## src/rtl/core/epr_pkg.sv

```systemverilog
`default_nettype none
package epr_pkg;
    localparam int unsigned CfgIdxW = 3;
    localparam int unsigned QueueDepth = 2;
    localparam logic [CfgIdxW-1:0] REG_ENABLE = 3'd0;
    localparam logic [CfgIdxW-1:0] REG_TARGET = 3'd1;
    localparam logic [CfgIdxW-1:0] REG_GP     = 3'd2;
    localparam logic [CfgIdxW-1:0] REG_GI     = 3'd3;
    localparam logic [CfgIdxW-1:0] REG_GD     = 3'd4;
    localparam logic [CfgIdxW-1:0] REG_MINSTEP = 3'd5;
    localparam logic signed [47:0] MAX48 = 48'sh7FFF_FFFF_FFFF;
    localparam logic signed [47:0] MIN48 = -48'sh7FFF_FFFF_FFFF - 48'sd1;
    localparam logic signed [31:0] MAX32 = 32'sh7FFF_FFFF;
    localparam logic signed [31:0] MIN32 = 32'sh8000_0000;

    typedef struct packed {
        logic signed [31:0] heat_coef;
        logic        [30:0] cell_volume;
        logic signed [31:0] outside_temp;
        logic signed [31:0] cell_temp;
        logic        [30:0] step_size;
        logic               last_cell;
    } t_item;

    typedef enum logic [3:0] {
        ST_IDLE, ST_MUL1, ST_MUL2, ST_MUL3, ST_ACC, ST_ERR, ST_DIVE, ST_PI1, ST_PI2,
        ST_D1, ST_DIVD, ST_SUM, ST_OUT
    } t_state;

    // saturate a signed value to 32 bits
    function automatic logic signed [31:0] sat32(input logic signed [95:0] v);
        if (v > 96'sd2147483647) return MAX32;
        else if (v < -96'sd2147483648) return MIN32;
        else return v[31:0];
    endfunction

    // truncating Q16 shift of a signed product, toward zero
    function automatic logic signed [95:0] shq(input logic signed [95:0] v);
        logic [95:0] m;
        m = v[95] ? 96'(-v) : 96'(v);
        m = m >> 16;
        return v[95] ? -$signed(m) : $signed(m);
    endfunction
endpackage
`default_nettype wire

```

## src/rtl/core/epr_front.sv

```systemverilog
`default_nettype none
// input queue
module epr_front #(
    parameter int unsigned DEPTH = epr_pkg::QueueDepth
) (
    input  wire logic           i_clk,
    input  wire logic           i_rst_n,
    input  wire logic           i_valid,
    output logic                o_ready,
    input  wire epr_pkg::t_item i_item,
    output logic                o_valid,
    input  wire logic           i_pop,
    output epr_pkg::t_item      o_item
);
    localparam int unsigned AW = (DEPTH > 1) ? $clog2(DEPTH) : 1;
    epr_pkg::t_item r_mem [DEPTH];
    logic [AW-1:0] r_wp, r_rp;
    logic [AW:0]   r_cnt;
    logic w_push, w_pop;
    assign o_ready = (r_cnt != (AW+1)'(DEPTH));
    assign o_valid = (r_cnt != '0);
    assign w_push = i_valid && o_ready;
    assign w_pop  = i_pop && o_valid;
    assign o_item = r_mem[r_rp];
    always_ff @(posedge i_clk) begin
        if (w_push) r_mem[r_wp] <= i_item;
    end
    always_ff @(posedge i_clk) begin
        if (!i_rst_n) begin
            r_wp <= '0;
            r_rp <= '0;
            r_cnt <= '0;
        end else begin
            if (w_push) r_wp <= (r_wp == AW'(DEPTH-1)) ? '0 : r_wp + AW'(1);
            if (w_pop)  r_rp <= (r_rp == AW'(DEPTH-1)) ? '0 : r_rp + AW'(1);
            r_cnt <= r_cnt + (AW+1)'(w_push) - (AW+1)'(w_pop);
        end
    end
endmodule
`default_nettype wire

```

## config.mk

```make
export PLATFORM = sky130hd
export DESIGN_NAME = epr_front
export DESIGN_NICKNAME = d
export VERILOG_FILES = /design/src/rtl/core/epr_pkg.sv /design/src/rtl/core/epr_front.sv
export SDC_FILE = /design/constraint.sdc
export NUM_CORES = 1
export LEC_CHECK = 0
export BUFFER_PORTS_ARGS = -buffer_cell sky130_fd_sc_hd__buf_2
export CORE_MARGIN = 1.5
export CORE_UTILIZATION = 56
export DETAILED_ROUTE_END_ITERATION = 8
export HOLD_SLACK_MARGIN = 0.06
export MAX_ROUTING_LAYER = met4
export PLACE_DENSITY = 0.95
export SLEW_MARGIN = 15
export SYNTH_ARGS = -nofsm -noshare
export SYNTH_HDL_FRONTEND = slang
export SYNTH_SLANG_ARGS = --single-unit
```

## constraint.sdc

```tcl
create_clock -name i_clk -period 13.8 [get_ports i_clk]
set_input_delay 0.69 -clock i_clk [delete_from_list [all_inputs] [get_ports i_clk]]
set_output_delay 0.69 -clock i_clk [all_outputs]
set_load 0.02 [all_outputs]
```

* Yosys cells after proc, flatten, opt, wreduce, memory -nomap -nowiden
Memories as Yosys holds them, arrays and structs flattened. A register that Yosys moved wholly into a read port is not among the register bits.
Cells that the tools add are included.
** Word-level totals
- Register bits after elaboration :: 4
- Bits in latches :: 0
- RAM bits :: 318
- Bits in read-only memories :: 0
- Input bits :: 163
- Memories :: 1
** Cells by class
- Add/subtract/negate cells :: 4
- $mul :: 0
- Div/mod/pow operators :: 0
- Order comparisons :: 0
- Eq/ne operators :: 1
- Shift operators :: 0
- Multiplexer cells :: 6
- Bitwise operators :: 0
- Reduce and logical (&&, ||, !) cells :: 3
** Memories
- r_mem :: depth 2, bits a word 159, rd ports 1, clocked after Yosys merged registers in 1, wr ports 1, RTL line epr_front.sv:16 : epr_pkg::t_item r_mem [DEPTH];
** Operator list (number)
- 1-bit two-way mux :: 6
- 1-bit adder, second input constant :: 2
- 2-bit by 1-bit adder with 2-bit output :: 1
- 1-bit logical AND :: 2
- 2-bit inequality test, second input constant :: 1
- 2-bit nonzero test :: 1
- 2-bit by 1-bit subtractor with 2-bit output :: 1

* Depth between registers and ports, before layout
- Depth in word-level cells :: 4
- Mapped depth :: 6
- Depth with buffers taken out :: 6

* Least setup slack after synthesis
OpenSTA, ideal clock, no wires.
- Path type :: reg-to-reg
- From :: reg r_cnt[0]
- To :: mem r_mem[1][0] in the netlist's numbering, enable pin
- Data arrival time :: 4.436 ns
- Setup slack :: 8.825 ns
- Cell stages (with the launch flop) :: 3
- Path buffers :: 0
- Period minus slack after synthesis :: 4.975 ns
- Cell sequence :: dfxtp_1 nand2b_1 and3_1
** On the way
- Cells in the longest elaborated chain, start to end :: 4
** Ends and longest elaborated chain
- from (decl) :: RTL line epr_front.sv:18 : logic [AW:0] r_cnt;
- from (signal assigned) :: RTL line epr_front.sv:36 : r_cnt <= r_cnt + (AW+1)'(w_push) - (AW+1)'(w_pop);
- 2-bit inequality test :: RTL line epr_front.sv:20 : assign o_ready = (r_cnt != (AW+1)'(DEPTH));
- named net o_ready :: RTL line epr_front.sv:9 : output logic o_ready,
- 1-bit logical AND :: RTL line epr_front.sv:22 : assign w_push = i_valid && o_ready;
- 1-bit two-way mux :: RTL line epr_front.sv:26 : if (w_push) r_mem[r_wp] <= i_item;
- 1-bit two-way mux (implied by the code) :: RTL line epr_front.sv:26
- to (decl) :: RTL line epr_front.sv:16
The timed path passes the listed nets, and every way through them passes these cells.

==> run_results.csv <==
group,metric,value,unit
status,outcome,"finished clean",
sta,worst_slew_pin_slew,0.9399,ns
die,start_util,57.48,%
synthesis,synthSimpleGateAreaFrac,0.6071,%
die,top_level_ports,324,
worst_hold_path,hp-class,"primary input to flop",
setup_path,worstReg2RegEnd,"r_mem[0][155]",
synthesis,synth_area,12160,µm²
placement,placed_cells,1109,
worst_hold_path,hold_end,"r_mem[1][9]",
synthesis,synth_top_family_by_area,"multiplexers",
cts,numCtsBuffers,30,
placement,globalplace.congestion,0.7434,
die,core_area,21150,µm²
global_routing,first_global_vias,6284,
setup_path,crit_family,"buffers and inverters",
final_layout,drive_gt1_share,60.63,%
die,die_y,150.4,µm
synthesis,ys_seq_area_share,79.36,%
synthesis,synth_compound_area_share,0.4425,%
global_routing,antenna_found_initial,2,
cts,cts_hold_buf,0,
sta,slew-limit-headroom,37.34,%
global_routing,gr-total-overflow,0,
global_routing,grt_max_degree,93,
synthesis,syn_avg_cell_area,23.20,µm²
setup_path,arrival,2.94,ns
pwr,peakVddDrop,0.1410,mV
setup_path,rrSetupSlack,11.03,ns
setup_path,r2r-start,"r_cnt[0]",
cts,cts_setup_buffers,0,
cts,cts_tree,"built",
route,wl,22.91,mm
die,die_area,22610,µm²
cts,cts.clk_slew.worst_paths,0.06,ns
setup_path,r2r_cells,4,
route,post_drt_via_cell_ratio,5.180,
route,drc,0,
global_routing,grt_first_pass_wirelength,33.07,mm
cts,clk_latency,0.53,ns
route,firstDrtPassIters,4,
synthesis,synth_fa_ha_area_share,0.1029,%
setup_path,crit_slowest_cell,"dfxtp_4",
cts,h-tree-depth,1,
synthesis,muxShareOfSynthArea,17.93,%
setup_path,critPathRequiredTime,13.11,ns
final_layout,syn_to_final_growth,23.84,%
pwr,p_per_area,182.3,nW/µm²
synthesis,synth_xor_area_share,0.07203,%
synthesis,synthCells,524,
sta,fin_crit,3.626,ns
route,drt_iter0_markers,279,
sta,post-route-period-util,26.28,%
global_routing,gr-usage-all-layers,20.10,%
synthesis,synthDistinctLibCells,24,
sta,rsz0062_at_grt,"false",
die,core.rowCount,53,
cts,clock_sinks,323,
placement,dpl.hpwl,15.32,mm
worst_hold_path,worstHoldStart,"i_item[9]",
route,wire_per_inst,19.65,µm
sta,drv_slew,0,
final_layout,final_cells,1166,
sta,max_freq,0.2758,GHz
setup_path,cp-start-kind,"flop",
synthesis,syn_nets,688,
cts,cts_buffer_depth,3,
worst_hold_path,hold_depth,1,
route,final_antenna_net_count,0,
cts,cts_root_buf,"clkbuf_16",
synthesis,yosys_warnings,0,
run,cap_violations,0,
setup_path,criticalPathCategory,"flop to output port",
setup_path,critical_path_buf_inv_count,2,
final_layout,final_nets,1030,
sta,setup_viol,0,
synthesis,synth.ff_latch_count,323,
placement,portBuffers,323,
setup_path,path_max_fanout,56,
setup_path,cp-end-kind,"output port",
route,dr_total_vias,6040,
sta,fin_skew,0.009900,ns
die,die_x,150.4,µm
final_layout,num-fill-cells,1240,
sta,hold_viol_final,0,
cts,cts_resized,0,
setup_path,crit_chain,"buf_4 > mux2_2 > buf_2",
pwr,leakagePower,5.839,nW
sta,fin_tns_setup,0,ns
setup_path,max_stage_delay,0.95,ns
cells in the mapped netlist:
cell type,count,share of area [%]
or2_2,1,0.051
a21boi_0,1,0.062
buf_2,4,0.16
dfxtp_1,5,0.82
mux2i_1,1,0.082
nor2b_1,1,0.051
nand2b_1,2,0.10
nor2_1,2,0.062
nand3b_1,1,0.062
and3_1,1,0.051
o21ai_0,2,0.082
nand2_1,1,0.031
and2_1,3,0.15
buf_6,14,1.3
mux2_2,58,5.4
edfxtp_1,318,79
a32oi_1,1,0.072
nand3_1,1,0.041
mux2_4,101,12
a211oi_1,1,0.062
xnor2_1,1,0.072
inv_1,1,0.031
ha_1,1,0.10
a21bo_2,2,0.16
worst reg2reg max path, cell delays in order (launching register included):
cell and delay [ns]:
dfxtp_1 0.45, nand2b_1 0.21, nand3b_1 0.19, inv_6 0.61, buf_4 0.87
state kept, by name, indices dropped and copies added, names as in the netlist, named ones only:
register  cells
r_cnt         2
r_wp          1
r_rp          1
r_mem       318
per-layer routing:
metal	GRT usage [%]	wire (µm)	share of wire, %	vias to the layer above
met5	-	0	0	-
met4	6.520	546	2.4	0
met3	4.394	1781	7.8	37
met2	35.71	12110	53	275
met1	22.55	8476	37	2957
li1	-	-	-	2771
worst max path at each step:
stage	start	to	slack, ns	cells after the start
final	flop	o_item[29]	10.17	3
after global routing	flop	o_item[154]	10.01	3
after CTS	flop	o_item[29]	10.10	3
after detailed placement	flop	o_item[154]	10.69	3
after global placement	flop	o_item[7]	10.70	3
after floorplan	r_cnt[0]	r_mem[1][0]	8.83	2
layout make-up:
type | instances | area (µm²) | share of cell area (%)
sequential | 323 | 9653 | 64.10
inverter | 1 | 8.758 | 0.05816
timing repair buffer | 328 | 1654 | 10.98
clock inverter | 22 | 276.5 | 1.836
antenna | 2 | 5.005 | 0.03324
tap | 275 | 344.1 | 2.285
multi-input combinational | 182 | 2333 | 15.50
clock buffer | 33 | 783.3 | 5.201
through the flow:
step	total power, W	setup slack, ns	util [%]	hold slack [ns]	area, µm²
6_report	0.002746	10.17	71.18	0.3416	15060
5_1_grt	0.002843	10.01	71.18	0.3200	15060
4_1_cts	0.002772	10.10	71.16	0.3135	15050
3_5_place_dp	0.001901	10.69	66.15	0.5779	13990
3_3_place_gp	0.001880	10.70	66.15	0.5665	13990
2_1_floorplan	0.001734	8.825	-	0.5285	12160
where the power goes:
part | switching [W] | internal [W] | leakage (nW)
registers | 0.0000497 | 0.00120 | 3.02
logic | 0.000352 | 0.000280 | 2.30
clock network | 0.000332 | 0.000537 | 0.526
logic make-up after synthesis:
family / count (synthesis)
flops: 323
buf+inv: 19
simple gates: 13
fa+ha+maj: 1
mux: 160
xor+xnor: 1
compound gates: 7
cell usage in the layout (no fill, tap or decap), drive strengths merged, types with 2 or more instances in the layout:
master,netlist,routed
a21bo,2,2
clkinv,0,15
diode,0,2
clkbuf,0,33
o21ai,2,2
buf,18,328
nand2b,2,2
nor2,2,2
edfxtp,318,318
dfxtp,5,5
and2,3,3
mux2,159,159
bufinv,0,7
No activity file was read; power rests on OpenSTA's default activity.
